### src/rtl/core/btn_pkg.sv
// ----------------------------------------------------------------------------
// btn_pkg
// shared types and constants of the bisection tree neighbors unit
// ----------------------------------------------------------------------------
package btn_pkg;

   localparam int RANK_W   = 16;
   localparam int COUNT_W  = 17;
   localparam int INDEX_W  = 4;
   localparam int ADDR_W   = 3;
   localparam int DATA_W   = 32;

   // largest usable process count
   localparam logic [COUNT_W-1:0] MAX_COUNT = 17'h10000;

   // register indexes, decoded from the word address
   localparam logic REG_PROCESS_COUNT = 1'b0;
   localparam logic REG_TREE_MODE     = 1'b1;

   // controller states
   typedef enum logic [1:0] {
      ST_IDLE = 2'b01,
      ST_STEP = 2'b10
   } state_type;

   // controller to datapath
   typedef struct packed {
      logic load;       // capture rank, set up the range
      logic step;       // one bisection step
      logic emit_none;  // emit the no-child result
      logic emit_root;  // emit the rank zero result of mode one
   } cmd_type;

   // datapath to controller
   typedef struct packed {
      logic done;          // range holds one rank or fewer
      logic any_child;     // at least one child emitted
      logic root_special;  // mode one and rank zero asked
   } status_type;

endpackage

### src/rtl/core/btn_csr.sv
// ----------------------------------------------------------------------------
// btn_csr
// configuration registers behind the apb-style port, with count clamping
// ----------------------------------------------------------------------------
module btn_csr
   import btn_pkg::*;
(
   input  logic                clock,
   input  logic                reset,
   input  logic                psel,
   input  logic                penable,
   input  logic                pwrite,
   input  logic [ADDR_W-1:0]   paddr,
   input  logic [DATA_W-1:0]   pwdata,
   output logic [DATA_W-1:0]   prdata,
   output logic                pready,
   output logic [COUNT_W-1:0]  count_eff,
   output logic                tree_mode
);

   logic [COUNT_W-1:0] process_count_ff, process_count_in;
   logic               tree_mode_ff, tree_mode_in;
   logic               wr_en;
   logic               reg_sel;

   assign pready  = 1'b1;
   assign wr_en   = psel & penable & pwrite;
   assign reg_sel = paddr[2];

   // register write decode
   always_comb begin
      process_count_in = process_count_ff;
      tree_mode_in     = tree_mode_ff;
      if (wr_en) begin
         case (reg_sel)
            REG_PROCESS_COUNT: process_count_in = pwdata[COUNT_W-1:0];
            REG_TREE_MODE:     tree_mode_in     = pwdata[0];
            default:           process_count_in = process_count_ff;
         endcase
      end
   end

   always_ff @(posedge clock) begin
      if (reset) begin
         process_count_ff <= COUNT_W'(1);
         tree_mode_ff     <= 1'b0;
      end else begin
         process_count_ff <= process_count_in;
         tree_mode_ff     <= tree_mode_in;
      end
   end

   // read mux
   always_comb begin
      case (reg_sel)
         REG_PROCESS_COUNT: prdata = {{(DATA_W-COUNT_W){1'b0}}, process_count_ff};
         REG_TREE_MODE:     prdata = {{(DATA_W-1){1'b0}}, tree_mode_ff};
         default:           prdata = '0;
      endcase
   end

   // zero counts as one rank, large counts saturate
   always_comb begin
      if (process_count_ff == '0) begin
         count_eff = COUNT_W'(1);
      end else if (process_count_ff > MAX_COUNT) begin
         count_eff = MAX_COUNT;
      end else begin
         count_eff = process_count_ff;
      end
   end

   assign tree_mode = tree_mode_ff;

endmodule

### src/rtl/core/btn_ctrl.sv
// ----------------------------------------------------------------------------
// btn_ctrl
// sequencer: accepts an item, runs bisection steps, closes the item
// ----------------------------------------------------------------------------
module btn_ctrl
   import btn_pkg::*;
(
   input  logic       clock,
   input  logic       reset,
   input  logic       start,
   input  status_type status,
   output cmd_type    cmd,
   output logic       busy
);

   state_type state_ff, state_in;

   // next state and commands
   always_comb begin
      state_in = state_ff;
      cmd      = '0;
      case (state_ff)
         ST_IDLE: begin
            if (start) begin
               if (status.root_special) begin
                  cmd.emit_root = 1'b1;
               end else begin
                  cmd.load = 1'b1;
                  state_in = ST_STEP;
               end
            end
         end
         ST_STEP: begin
            if (status.done) begin
               cmd.emit_none = ~status.any_child;
               state_in      = ST_IDLE;
            end else begin
               cmd.step = 1'b1;
            end
         end
         default: state_in = ST_IDLE;
      endcase
   end

   always_ff @(posedge clock) begin
      if (reset) begin
         state_ff <= ST_IDLE;
      end else begin
         state_ff <= state_in;
      end
   end

   assign busy = (state_ff != ST_IDLE);

endmodule

### src/rtl/core/btn_dp.sv
// ----------------------------------------------------------------------------
// btn_dp
// bisection datapath: range registers, child accounting, result register
// ----------------------------------------------------------------------------
module btn_dp
   import btn_pkg::*;
(
   input  logic                clock,
   input  logic                reset,
   input  cmd_type             cmd,
   output status_type          status,
   input  logic [RANK_W-1:0]   req_rank,
   input  logic [COUNT_W-1:0]  count_eff,
   input  logic                tree_mode,
   output logic                rsp_valid,
   output logic                rsp_has_child,
   output logic [INDEX_W-1:0]  rsp_child_index,
   output logic [RANK_W-1:0]   rsp_child_rank,
   output logic [RANK_W-1:0]   rsp_child_subtree,
   output logic [RANK_W-1:0]   rsp_descendants_so_far,
   output logic [RANK_W-1:0]   rsp_parent_rank,
   output logic                rsp_last
);

   logic [RANK_W-1:0]  lo_ff, lo_in;
   logic [RANK_W-1:0]  hi_ff, hi_in;
   logic [RANK_W-1:0]  me_ff, me_in;
   logic [RANK_W-1:0]  parent_ff, parent_in;
   logic [RANK_W-1:0]  sum_ff, sum_in;
   logic [INDEX_W-1:0] idx_ff, idx_in;
   logic               any_ff, any_in;

   logic               valid_ff, valid_in;
   logic               has_ff, has_in;
   logic [INDEX_W-1:0] oidx_ff, oidx_in;
   logic [RANK_W-1:0]  crank_ff, crank_in;
   logic [RANK_W-1:0]  csub_ff, csub_in;
   logic [RANK_W-1:0]  osum_ff, osum_in;
   logic [RANK_W-1:0]  opar_ff, opar_in;
   logic               last_ff, last_in;

   logic [RANK_W-1:0]  span;
   logic [RANK_W-1:0]  mid;
   logic [RANK_W-1:0]  sub;
   logic [RANK_W-1:0]  top_rank;
   logic               is_child;
   logic               root_wide;

   // one bisection step, upper half first
   assign span     = hi_ff - lo_ff;
   assign mid      = lo_ff + (span >> 1) + {{(RANK_W-1){1'b0}}, span[0]};
   assign sub      = hi_ff - mid + RANK_W'(1);
   assign is_child = (lo_ff == me_ff);

   assign top_rank  = RANK_W'(count_eff - COUNT_W'(1));
   assign root_wide = (count_eff >= COUNT_W'(2));

   assign status.done         = (hi_ff <= lo_ff);
   assign status.any_child    = any_ff;
   assign status.root_special = tree_mode & (req_rank == '0);

   // range and child bookkeeping
   always_comb begin
      lo_in     = lo_ff;
      hi_in     = hi_ff;
      me_in     = me_ff;
      parent_in = parent_ff;
      sum_in    = sum_ff;
      idx_in    = idx_ff;
      any_in    = any_ff;
      if (cmd.load) begin
         lo_in     = {{(RANK_W-1){1'b0}}, tree_mode};
         hi_in     = top_rank;
         me_in     = req_rank;
         parent_in = '0;
         sum_in    = '0;
         idx_in    = '0;
         any_in    = 1'b0;
      end else if (cmd.step) begin
         if (is_child) begin
            sum_in = sum_ff + sub;
            idx_in = idx_ff + INDEX_W'(1);
            any_in = 1'b1;
         end
         if (mid == me_ff) begin
            parent_in = lo_ff;
         end
         if (mid <= me_ff) begin
            lo_in = mid;
         end else begin
            hi_in = mid - RANK_W'(1);
         end
      end
   end

   // result register
   always_comb begin
      valid_in = 1'b0;
      has_in   = has_ff;
      oidx_in  = oidx_ff;
      crank_in = crank_ff;
      csub_in  = csub_ff;
      osum_in  = osum_ff;
      opar_in  = opar_ff;
      last_in  = last_ff;
      if (cmd.emit_root) begin
         valid_in = 1'b1;
         has_in   = root_wide;
         oidx_in  = '0;
         crank_in = root_wide ? RANK_W'(1) : '0;
         csub_in  = root_wide ? top_rank : '0;
         osum_in  = root_wide ? top_rank : '0;
         opar_in  = '0;
         last_in  = 1'b1;
      end else if (cmd.emit_none) begin
         valid_in = 1'b1;
         has_in   = 1'b0;
         oidx_in  = '0;
         crank_in = '0;
         csub_in  = '0;
         osum_in  = '0;
         opar_in  = parent_ff;
         last_in  = 1'b1;
      end else if (cmd.step && is_child) begin
         valid_in = 1'b1;
         has_in   = 1'b1;
         oidx_in  = idx_ff;
         crank_in = mid;
         csub_in  = sub;
         osum_in  = sum_ff + sub;
         opar_in  = parent_ff;
         // the range closes on this rank right after its last child
         last_in  = (mid == lo_ff + RANK_W'(1));
      end
   end

   always_ff @(posedge clock) begin
      if (reset) begin
         valid_ff <= 1'b0;
         any_ff   <= 1'b0;
      end else begin
         valid_ff <= valid_in;
         any_ff   <= any_in;
      end
   end

   always_ff @(posedge clock) begin
      lo_ff     <= lo_in;
      hi_ff     <= hi_in;
      me_ff     <= me_in;
      parent_ff <= parent_in;
      sum_ff    <= sum_in;
      idx_ff    <= idx_in;
      has_ff    <= has_in;
      oidx_ff   <= oidx_in;
      crank_ff  <= crank_in;
      csub_ff   <= csub_in;
      osum_ff   <= osum_in;
      opar_ff   <= opar_in;
      last_ff   <= last_in;
   end

   assign rsp_valid              = valid_ff;
   assign rsp_has_child          = has_ff;
   assign rsp_child_index        = oidx_ff;
   assign rsp_child_rank         = crank_ff;
   assign rsp_child_subtree      = csub_ff;
   assign rsp_descendants_so_far = osum_ff;
   assign rsp_parent_rank        = opar_ff;
   assign rsp_last               = last_ff;

endmodule

### src/rtl/core/bisection_tree_neighbors_unit.sv
// busy stays high while the bisection steps of an item run, one bisection step per cycle;
// a new item is accepted only after busy has fallen again.
// results appear in the cycle after the step that finds each child, one per cycle at most.
// mode one with rank zero: one result in the cycle after start, busy never rises.
// synchronous active-high reset: idle, process_count = 1, tree_mode = 0.
// results are shown for one cycle each; the receiver cannot stall.
// ----------------------------------------------------------------------------
// bisection_tree_neighbors_unit
// parent and children of one rank in a bisection broadcast tree
// ----------------------------------------------------------------------------
module bisection_tree_neighbors_unit
   import btn_pkg::*;
(
   input  logic                clock,
   input  logic                reset,
   input  logic                start,
   output logic                busy,
   input  logic [RANK_W-1:0]   req_rank,
   output logic                rsp_valid,
   output logic                rsp_has_child,
   output logic [INDEX_W-1:0]  rsp_child_index,
   output logic [RANK_W-1:0]   rsp_child_rank,
   output logic [RANK_W-1:0]   rsp_child_subtree,
   output logic [RANK_W-1:0]   rsp_descendants_so_far,
   output logic [RANK_W-1:0]   rsp_parent_rank,
   output logic                rsp_last,
   input  logic                psel,
   input  logic                penable,
   input  logic                pwrite,
   input  logic [ADDR_W-1:0]   paddr,
   input  logic [DATA_W-1:0]   pwdata,
   output logic [DATA_W-1:0]   prdata,
   output logic                pready
);

   cmd_type            cmd;
   status_type         status;
   logic [COUNT_W-1:0] count_eff;
   logic               tree_mode;

   // configuration registers
   btn_csr u_csr (
      .clock     (clock),
      .reset     (reset),
      .psel      (psel),
      .penable   (penable),
      .pwrite    (pwrite),
      .paddr     (paddr),
      .pwdata    (pwdata),
      .prdata    (prdata),
      .pready    (pready),
      .count_eff (count_eff),
      .tree_mode (tree_mode)
   );

   // sequencer
   btn_ctrl u_ctrl (
      .clock  (clock),
      .reset  (reset),
      .start  (start),
      .status (status),
      .cmd    (cmd),
      .busy   (busy)
   );

   // bisection datapath
   btn_dp u_dp (
      .clock                  (clock),
      .reset                  (reset),
      .cmd                    (cmd),
      .status                 (status),
      .req_rank               (req_rank),
      .count_eff              (count_eff),
      .tree_mode              (tree_mode),
      .rsp_valid              (rsp_valid),
      .rsp_has_child          (rsp_has_child),
      .rsp_child_index        (rsp_child_index),
      .rsp_child_rank         (rsp_child_rank),
      .rsp_child_subtree      (rsp_child_subtree),
      .rsp_descendants_so_far (rsp_descendants_so_far),
      .rsp_parent_rank        (rsp_parent_rank),
      .rsp_last               (rsp_last)
   );

endmodule

### config.mk
export PLATFORM = sky130hd
export DESIGN_NAME = bisection_tree_neighbors_unit
export DESIGN_NICKNAME = d
export VERILOG_FILES = /design/src/rtl/core/btn_pkg.sv /design/src/rtl/core/btn_csr.sv /design/src/rtl/core/btn_ctrl.sv /design/src/rtl/core/btn_dp.sv /design/src/rtl/core/bisection_tree_neighbors_unit.sv
export SDC_FILE = /design/constraint.sdc
export NUM_CORES = 1
export LEC_CHECK = 0
export BUFFER_PORTS_ARGS = -buffer_cell sky130_fd_sc_hd__buf_4
export CAP_MARGIN = 20
export CORE_MARGIN = 5
export CORE_UTILIZATION = 45
export DETAILED_ROUTE_END_ITERATION = 6
export PLACE_DENSITY = 0.74
export SYNTH_ARGS = -nofsm -noshare
export SYNTH_HDL_FRONTEND = slang
export SYNTH_SLANG_ARGS = --single-unit
### constraint.sdc
create_clock -name clock -period 6.9 [get_ports clock]
set_input_delay 2.07 -clock clock [delete_from_list [all_inputs] [get_ports clock]]
set_output_delay 2.07 -clock clock [all_outputs]
set_load 0.05 [all_outputs]
==> summary.md, run 1 <==
| Metric | Value |
|---|---|
| Post-DP HPWL | `24.5 mm` |
| Reg2reg start | `u_dp.hi_ff[1]` |
| Full die area | `29,300 um^2` |
| CTS tree | `yes` |
| Sink Count | `176` |
| Non-filler cells, final | `1,832` |
| Crit-path most repeated cell | `ha_1` |
| CTS root buffer | `clkbuf_16` |
| R2R cell count | `31` |
| Final ANT Viol Nets | `0` |
| Minimum clock period | `6.61 ns` |
| First-pass GRT wire length | `50.4 mm` |
| Share of cells above drive strength 1 | `0.207` |
| Reg2reg end | `u_dp.rsp_descendants_so_far[15]` |
| DR pass1 iterations | `6` |
| Wire length per cell | `18.0 um` |
| Synth warn | `0` |
| Critical setup path kind | `reg -> reg` |
| Initial antenna violation count | `0` |
| Area delta synth->final | `22.7%` |
| Status | `finished, final reports clean` |
| Final Cycle Share | `0.959` |
| Flop-to-flop setup slack | `0.29 ns` |
| Die X | `171 um` |
| Post-Synthesis Cells | `1,286` |
| Worst path required time | `7.06 ns` |
| GRT Overall Usage | `0.216` |
| CTS Buf Count | `17` |
| Synth Flop Type | `dfxtp_1` |
| H-tree levels | `4` |
| Ant. Diodes | `0` |
| IO buf count | `128` |
| Async set or reset register ratio after synthesis | `0` |
| Core ar. | `25,800 um^2` |
| Final Hold Viols | `0` |
| Vias | `10,200` |
| Synth cell types | `76` |
| Sequential share of the synthesized area | `0.371` |
| Slowest-stage cell, CP | `edfxtp_1` |
| Utilization after layout | `0.556` |
| Pin count of the biggest net entering global routing | `50` |
| DRC | `0` |
| I/O pins | `162` |
| Critical Path Fanout Max | `4` |
| Max-Cap Viols | `0` |
| Achievable Freq | `151 MHz` |
| Worst-margin pin slew | `0.739 ns` |
| Final WL | `32.9 mm` |
| Synthesized area | `11,700 um^2` |
| Placed Instances | `1,792` |
| Initial core utilization | `0.453` |
| Setup crit start kind | `flip-flop` |
| Max incr delay on CP | `0.40 ns` |
| Slew Viols, Final | `0` |
| Post-synth EDFFs | `82` |
| Setup violators final | `0` |
| Vias in the first global route | `9,803` |
| Worst skew pair latency | `0.45 ns` |
| CTS max path bufs | `2` |
| Clk slew on worst S/H paths | `0.07 ns` |
| Cts hold-fix bufs | `0` |
| Setup crit end | `u_dp.rsp_descendants_so_far[15]` |
| Die Ht | `171 um` |
| Cell row count | `59` |
| Flop and latch count out of synthesis | `176` |
| Layout Nets | `1,638` |
| Critical Path AT | `6.78 ns` |
| Slew Limit Headroom | `0.504` |
| CP startpoint | `u_dp.hi_ff[1]` |
| Vias per cell | `5.54` |
| Initial DRC Count | `687` |
| Synthesized area per cell | `9.10 um^2` |
| Skew final | `0.0124 ns` |
| HP Class | `reg -> reg` |
| Final GP Congestion | `0.979` |
| Overflow after GRT | `0` |
| Critical Path End Type | `flip-flop` |
[worst max-delay path: cells and delay by family, from the launching register on]
family,cells,cell delay [ns]
AND/OR/NAND/NOR,6,0.95
AO/OA/AOI/OAI,14,2.41
XOR/XNOR,4,0.65
buffers and inverters,2,0.33
flip-flops,1,0.40
adder cells (fa/ha/maj),5,1.61
[kinds of logic after synthesis]
logic type               synth area share
XOR/XNOR                           0.0997
buffers and inverters              0.0465
flip-flops                          0.371
multiplexers                       0.0601
AO/OA/AOI/OAI                       0.129
AND/OR/NAND/NOR                     0.187
adder cells (fa/ha/maj)             0.106
other                            0.000641
[layout make-up]
type	instances	area, um^2
sequential	176	4340
multi-input combinational	998	7070
tap	335	419
clock buffer	21	482
fill	2282	11500
clock inverter	11	96.3
inverter	66	248
timing repair buffer	225	1710
[synthesized netlist by cell type, types with 4 or more instances]
cell type	number	area, um^2
o31ai_1	4	30.0
mux2i_1	68	681
a211oi_1	6	45.0
and3_1	5	31.3
o21bai_1	6	45.0
xnor3_1	6	135
or2_2	5	31.3
nor4_1	16	100
o21a_1	10	75.1
nand2b_1	11	68.8
nor2_1	128	480
buf_2	6	30.0
and2_1	11	68.8
nor3_1	17	85.1
edfxtp_1	82	2460
o21ai_1	4	20.0
xor2_1	34	298
clkbuf_1	36	135
a31oi_1	7	43.8
or4_1	6	45.0
a21oi_1	73	365
xnor2_1	82	718
buf_4	17	128
a21o_1	27	203
nand3_1	26	130
o211ai_1	7	52.6
nor2b_1	27	169
and4_1	5	43.8
fa_1	4	80.1
o21ai_0	59	295
nand2_1	151	567
inv_1	63	236
dfxtp_1	94	1880
nand4_1	17	106
or3_1	13	81.3
ha_1	93	1160
[worst min path at each step]
stage | depth (start not counted) | startpoint | endpoint | slack, ns
after floorplan | 2 | u_dp.sum_ff[14] | u_dp.sum_ff[14] | 0.44
after detailed placement | 2 | u_dp.sum_ff[10] | u_dp.sum_ff[10] | 0.46
after global routing | 2 | u_dp.sum_ff[10] | u_dp.sum_ff[10] | 0.48
after CTS | 2 | u_dp.sum_ff[10] | u_dp.sum_ff[10] | 0.47
final | 2 | u_dp.sum_ff[10] | u_dp.sum_ff[10] | 0.47
after global placement | 2 | u_dp.sum_ff[14] | u_dp.sum_ff[14] | 0.45
[layout by cell type, fill, tap and decap left out, types with 62 or more instances in the layout]
| master | count |
|---|---|
| dfxtp_1 | 94 |
| edfxtp_1 | 82 |
| nand2_1 | 149 |
| ha_1 | 87 |
| a21oi_1 | 68 |
| xnor2_1 | 81 |
| buf_4 | 223 |
| nor2_1 | 125 |
| mux2i_1 | 68 |
| inv_1 | 62 |
[stage by stage]
step	cell area, um^2	setup TNS (ns)	hold slack [ns]	setup slack [ns]
after floorplan	11800	0	0.438	0.0438
after global placement	13500	0	0.450	0.0212
after detailed placement	13500	-0.142	0.458	-0.106
after CTS	14100	0	0.467	0.0403
after global routing	14400	-0.0663	0.481	-0.0663
final	14400	0	0.466	0.285
[flip-flops by register name (all words and copies together), names as in the netlist]
name,count
u_csr.process_count_ff,17
u_dp.idx_ff,4
u_dp.me_ff,16
u_dp.parent_ff,16
u_dp.rsp_parent_rank,16
u_dp.rsp_has_child,1
u_csr.tree_mode,1
u_dp.rsp_descendants_so_far,16
u_dp.hi_ff,16
u_dp.sum_ff,16
u_dp.rsp_child_index,4
u_dp.lo_ff,16
u_dp.rsp_child_subtree,16
u_ctrl.state_ff,2
u_dp.any_ff,1
u_dp.rsp_child_rank,16
u_dp.rsp_last,1
u_dp.rsp_valid,1
[per-layer routing]
metal,global-route usage,up-vias,part of all wire
met1,0.269,4838,0.42
met2,0.374,339,0.49
met5,0,-,0
met3,0.0331,79,0.054
li1,-,4894,-
met4,0.0903,0,0.040
[repair_timing]
| item | CTS | global route |
|---|---|---|
| setup buffers | 0 | 5 |
| pin swaps | 2 | 16 |
| setup endpoints to repair | 2 | 4 |
| resized for setup | 3 | 32 |
Power of run 1 is not shown: default switching activity piles up to over one toggle a cycle in this logic, so the estimate is an artifact.
==> run 2, diff against run 1 <==
clock period = 5.93 ns   (was 6.9 ns; I/O delays follow)
==> run 2 against run 1 <==
  * The flow now finishes with violations (negative setup slack)
  * Sequential cell count unchanged
  * Register-to-register slack worse by 0.45 ns
  * Clock skew down 0.0012 ns
  * Worst hold slack better by 0.014 ns
  * Fmax up 8.5%
  * Count of clock-buffer cells in the layout down 3
  * Non-clock buffer count up 91
  * Highest routed layer is now met5
==> summary.md, run 2 (synthesis results as in run 1) <==
| Metric | Value |
|---|---|
| Slew Viols, Final | `0 (unchanged)` |
| Post-DP HPWL | `25.2 mm (+3.0%)` |
| Initial antenna violation count | `1 (+1)` |
| Fin worst setup slack | `-0.166 ns (-0.452 ns)` |
| CTS tree | `yes` |
| Final ANT Viol Nets | `0 (unchanged)` |
| Final GP Congestion | `0.935 (-4.5%)` |
| Status | `complete, but fails checks` |
| Failing checks | `negative setup slack` |
| Pin count of the biggest net entering global routing | `50 (unchanged)` |
| Final Cycle Share | `1.03 (+0.0694)` |
| Layout Nets | `1,729 (+5.6%)` |
| Worst-margin pin slew | `1.14 ns (+0.403 ns)` |
| Post-Place Worst Slack | `-0.465 ns (-0.359 ns)` |
| Worst skew pair latency | `0.44 ns (about the same)` |
| Commonest non-fill, non-tap cells in the layout | `303 x buf_4, 146 x nand2_1, 119 x nor2_1` |
| Final Hold Viols | `0 (unchanged)` |
| GRT Overall Usage | `0.229 (+0.0134)` |
| Overflow after GRT | `0 (unchanged)` |
| Filler instances | `2,112 (-7.4%)` |
| Die X | `171 um (unchanged)` |
| Final WL | `34.9 mm (+5.9%)` |
| Met3 Use GR | `0.0352 (+0.00207)` |
| CTS root buffer | `clkbuf_16` |
| Achievable Freq | `164 MHz (+8.5%)` |
| Met1 Use GR | `0.287 (+0.0180)` |
| IO buf count | `128 (unchanged)` |
| Core ar. | `25,800 um^2 (unchanged)` |
| Wire length per cell | `18.1 um (+0.93%)` |
| Vias in the first global route | `10,500 (+7.0%)` |
| Final Cell Area | `15,700 um^2 (+9.4%)` |
| Setup crit start kind | `flip-flop` |
| Clk slew on worst S/H paths | `0.08 ns (about the same)` |
| Commonest non-fill, non-tap cell in the layout | `buf_4` |
| Unrepaired setup endpoints after global routing | `yes` |
| Max-Cap Viols | `0 (unchanged)` |
| DRC | `0 (unchanged)` |
| WP buf/inv | `3 (+1)` |
| CTS Buf Count | `17 (unchanged)` |
| First-pass GRT wire length | `53.6 mm (+6.4%)` |
| I/O pins | `162 (unchanged)` |
| Max FFs per register | `17 (unchanged)` |
| Slowest-stage cell, CP | `edfxtp_1` |
| Critical setup path kind | `reg -> reg` |
| HP Class | `reg -> reg` |
| Worst path required time | `6.09 ns (-0.97 ns)` |
| R2R cell count | `28 (-9.7%)` |
| Skew final | `0.0112 ns (-0.00120 ns)` |
| Hold depth | `2 (unchanged)` |
| Sink Count | `176 (unchanged)` |
| Max incr delay on CP | `0.43 ns (+0.03 ns)` |
| Die Ht | `171 um (unchanged)` |
| Ant. Diodes | `0 (unchanged)` |
| Minimum clock period | `6.10 ns (-0.518 ns)` |
| GR peak layer | `met2` |
| Area delta synth->final | `34.2%` |
| Initial core utilization | `0.453 (unchanged)` |
| Worst path top cell family by delay | `compound AO/OA/AOI/OAI gates` |
| Vias per cell | `5.46 (-1.4%)` |
| Full die area | `29,300 um^2 (unchanged)` |
| CTS max path bufs | `2 (unchanged)` |
| Stages on worst setup path | `28 (-9.7%)` |
| Vias | `10,500 (+3.5%)` |
| Critical Path End Type | `flip-flop` |
| Largest register by flop count | `u_csr.process_count_ff` |
| Setup violators final | `2 (+2)` |
| DR pass1 iterations | `6 (unchanged)` |
| Critical Path Fanout Max | `4 (unchanged)` |
| Critical Path AT | `6.25 ns (-0.53 ns)` |
| Slew Limit Headroom | `0.238 (-0.267)` |
| GR Layer Usage met2 | `0.397 (+0.0233)` |
| Initial DRC Count | `852 (+24%)` |
| Cell row count | `59 (unchanged)` |
| DP Area | `14,200 um^2 (+4.8%)` |
| H-tree levels | `4 (unchanged)` |
| Share of cells above drive strength 1 | `0.305 (+0.0977)` |
[run 2: cell types whose count changed in the layout (fill, tap and decap cells not counted), sizes merged]
cell      delta
inv          +3
buf         +90
clkbuf       -2
bufinv       +1
clkinvlp     +1
clkinv       -2
[run 2: worst register-to-register path, delay by kind of cell (launching register included)]
kind            cells  cell delay (ns)
compound gates      8             1.44
xor+xnor            4             0.96
flops               1             0.43
simple gates        9             1.41
buf+inv             3             0.49
fa+ha+maj           4             1.08
[run 2: repair_timing]
item                       4_1_cts  5_1_grt
resized for setup               63       67
setup endpoints to repair       26       59
pin swaps                       56       55
gates cloned                     0        1
setup buffers                   19       17
hold buffers                     0        0
[run 2: through the flow]
stage	hold slack, ns	util	TNS [ns]	instances
after floorplan	0.438	-	-0.159	1300
after global placement	0.449	0.549	-0.802	1859
after detailed placement	0.458	0.549	-1.78	1859
after CTS	0.468	0.590	-0.416	1908
after global routing	0.508	0.608	-3.95	1923
final	0.480	0.608	-0.270	1923
[run 2: worst paths after layout]
check	start	end	slack, ns
worst max-delay path	u_dp.hi_ff[1]	u_dp.rsp_descendants_so_far[15]	-0.17
worst min-delay path	u_dp.any_ff	u_dp.any_ff	0.48
worst max register to register	u_dp.hi_ff[1]	u_dp.rsp_descendants_so_far[15]	-0.17
worst min register to register	u_dp.any_ff	u_dp.any_ff	0.48
[run 2: per-layer routing]
| layer | vias to the layer above | wire, um | share of wire |
|---|---|---|---|
| met1 | 4983 | 14300 | 0.41 |
| met2 | 354 | 17500 | 0.50 |
| met4 | 2 | 1110 | 0.032 |
| li1 | 5082 | - | - |
| met3 | 82 | 1940 | 0.056 |
| met5 | - | 12 | 0.00034 |
[run 2: final cells by class]
| type | instances | area, um^2 | share of cell area |
|---|---|---|---|
| inverter | 66 | 250 | 0.0159 |
| clock buffer | 18 | 429 | 0.0273 |
| tap | 335 | 419 | 0.0267 |
| clock inverter | 14 | 165 | 0.0105 |
| multi-input combinational | 998 | 7650 | 0.487 |
| timing repair buffer | 316 | 2450 | 0.156 |
| sequential | 176 | 4350 | 0.277 |
Power of run 2 is left out for the same reason.
==> run 3, diff against run 2 <==
RECOVER_POWER = 50   (was unset)
==> run 3 against run 2 <==
  * The flow finishes with violations (max-capacitance violations, max-slew violations, negative setup slack)
  * Critical endpoint unchanged
  * Final cell count unchanged
  * Register-to-register slack barely moved
  * Non-clock buffer count is the same
==> summary.md, run 3 (synthesis results as in run 1) <==
| Metric | Value |
|---|---|
| HP Class | `reg -> reg` |
| Critical Path Fanout Max | `4 (unchanged)` |
| Reg2reg end | `u_dp.rsp_descendants_so_far[15]` |
| Pin count of the biggest net entering global routing | `50 (unchanged)` |
| Commonest non-fill, non-tap cells in the layout | `196 x buf_4, 146 x nand2_1, 119 x nor2_1` |
| Die Ht | `171 um (unchanged)` |
| Clk slew on worst S/H paths | `0.07 ns (about the same)` |
| Unrepaired setup endpoints after global routing | `yes` |
| Filler instances | `2,220 (+5.1%)` |
| Area delta synth->final | `31.0%` |
| Minimum clock period | `6.09 ns (-0.00652 ns)` |
| DRC | `0 (unchanged)` |
| Sink Count | `176 (unchanged)` |
| Core ar. | `25,800 um^2 (unchanged)` |
| Worst path required time | `6.09 ns (about the same)` |
| Critical Path End Type | `flip-flop` |
| Reg2reg start | `u_dp.lo_ff[0]` |
| Setup violators final | `3 (+1)` |
| CTS tree | `yes` |
| Vias | `10,500 (-0.10%)` |
| Final Cycle Share | `1.03 (-0.00110)` |
| CTS Buf Count | `17 (unchanged)` |
| Initial DRC Count | `732 (-14%)` |
| CP startpoint | `u_dp.lo_ff[0]` |
| Vias in the first global route | `10,500 (unchanged)` |
| Failing checks | `max-capacitance violations, max-slew violations, negative setup slack` |
| Crit-path most repeated cell | `ha_4` |
| Setup crit start kind | `flip-flop` |
| Ant. Diodes | `0 (unchanged)` |
| CTS root buffer | `clkbuf_16` |
| Beginning of the worst hold path | `u_dp.any_ff` |
| Share of cells above drive strength 1 | `0.241 (-0.0636)` |
| Setup crit end | `u_dp.rsp_descendants_so_far[15]` |
| CTS max path bufs | `2 (unchanged)` |
| Max-Cap Viols | `4 (+4)` |
| Worst Hold Margin | `0.474 ns (-0.00630 ns)` |
| Critical Path AT | `6.25 ns (about the same)` |
| Full die area | `29,300 um^2 (unchanged)` |
| Slowest-stage cell, CP | `edfxtp_1` |
| Cell row count | `59 (unchanged)` |
| Initial antenna violation count | `1 (unchanged)` |
| Max incr delay on CP | `0.44 ns (about the same)` |
| Layout Nets | `1,729 (unchanged)` |
| Die X | `171 um (unchanged)` |
| Post-DP HPWL | `25.2 mm (unchanged)` |
| Slew Limit Headroom | `-0.182 (-0.419)` |
| DR pass1 iterations | `7 (+1)` |
| Critical setup path kind | `reg -> reg` |
| Overflow after GRT | `0 (unchanged)` |
| Final WL | `34.9 mm (about the same)` |
| First-pass GRT wire length | `53.6 mm (unchanged)` |
| Status | `complete, but fails checks` |
| I/O pins | `162 (unchanged)` |
| Flop-to-flop setup slack | `-0.16 ns (about the same)` |
| Fin worst setup slack | `-0.160 ns (+0.00652 ns)` |
| Max FFs per register | `17 (unchanged)` |
| Wire length per cell | `18.1 um (about the same)` |
| Final Hold Viols | `0 (unchanged)` |
| Initial core utilization | `0.453 (unchanged)` |
| Cts hold-fix bufs | `0 (unchanged)` |
| Vias per cell | `5.46 (-0.10%)` |
| H-tree levels | `4 (unchanged)` |
| Worst skew pair latency | `0.44 ns (about the same)` |
| R2R cell count | `28 (unchanged)` |
| Skew final | `0.0105 ns (-0.000650 ns)` |
| Commonest non-fill, non-tap cell in the layout | `buf_4` |
| IO buf count | `128 (unchanged)` |
| Final GP Congestion | `0.935 (unchanged)` |
| Slew Viols, Final | `103 (+103)` |
| Worst-margin pin slew | `1.77 ns (+0.630 ns)` |
| Achievable Freq | `164 MHz (+0.11%)` |
| Largest register by flop count | `u_csr.process_count_ff` |
| GRT Overall Usage | `0.229 (unchanged)` |
| Final ANT Viol Nets | `0 (unchanged)` |
run 3: worst max-delay path, delay by kind of cell (launching register included):
kind | cells | cell delay (ns)
compound gates | 11 | 1.92
fa+ha+maj | 6 | 1.60
xor+xnor | 5 | 0.94
simple gates | 5 | 0.74
flops | 1 | 0.44
buf+inv | 1 | 0.17
run 3: stage by stage:
step / instances / TNS [ns] / utilization / worst slack [ns] / area, um^2
floorplan: 1300 / -0.159 / - / -0.159 / 11900
global placement: 1859 / -0.802 / 0.549 / -0.342 / 14200
detailed placement: 1859 / -1.78 / 0.549 / -0.465 / 14200
CTS: 1908 / -0.416 / 0.590 / -0.216 / 15200
global route: 1923 / -5.23 / 0.594 / -0.473 / 15300
finish: 1923 / -0.262 / 0.594 / -0.160 / 15300
run 3: repair_timing:
action	4_1_cts	5_1_grt
setup endpoints to repair	26	59
pin swaps	56	55
gates resized for setup	63	67
gates cloned	0	1
buffers inserted	19	17
run 3: area by class of cell:
| type | instances | area, um^2 | area share |
|---|---|---|---|
| clock inverters | 14 | 165 | 0.0108 |
| repair buffers | 316 | 2080 | 0.136 |
| flip-flops and latches | 176 | 4350 | 0.283 |
| clock buffers | 18 | 429 | 0.0280 |
| multi-input cells | 998 | 7650 | 0.499 |
| inverters | 66 | 250 | 0.0163 |
| well taps | 335 | 419 | 0.0273 |
run 3: worst min path at each step:
stage / to / slack (ns) / cells past startpoint
6_report: u_dp.any_ff / 0.47 / 2
3_5_place_dp: u_dp.sum_ff[10] / 0.46 / 2
3_3_place_gp: u_dp.sum_ff[14] / 0.45 / 2
4_1_cts: u_dp.sum_ff[10] / 0.47 / 2
5_1_grt: u_dp.sum_ff[14] / 0.51 / 2
2_1_floorplan: u_dp.sum_ff[14] / 0.44 / 2
run 3: metal layers:
metal / vias to the layer above / GRT usage / part of all wire
li1: 5069 / - / -
met1: 5001 / 0.287 / 0.42
met2: 335 / 0.397 / 0.50
met3: 85 / 0.0352 / 0.052
met4: 2 / 0.0930 / 0.031
met5: - / 0 / 0.00034
Power of run 3 is left out for the same reason.
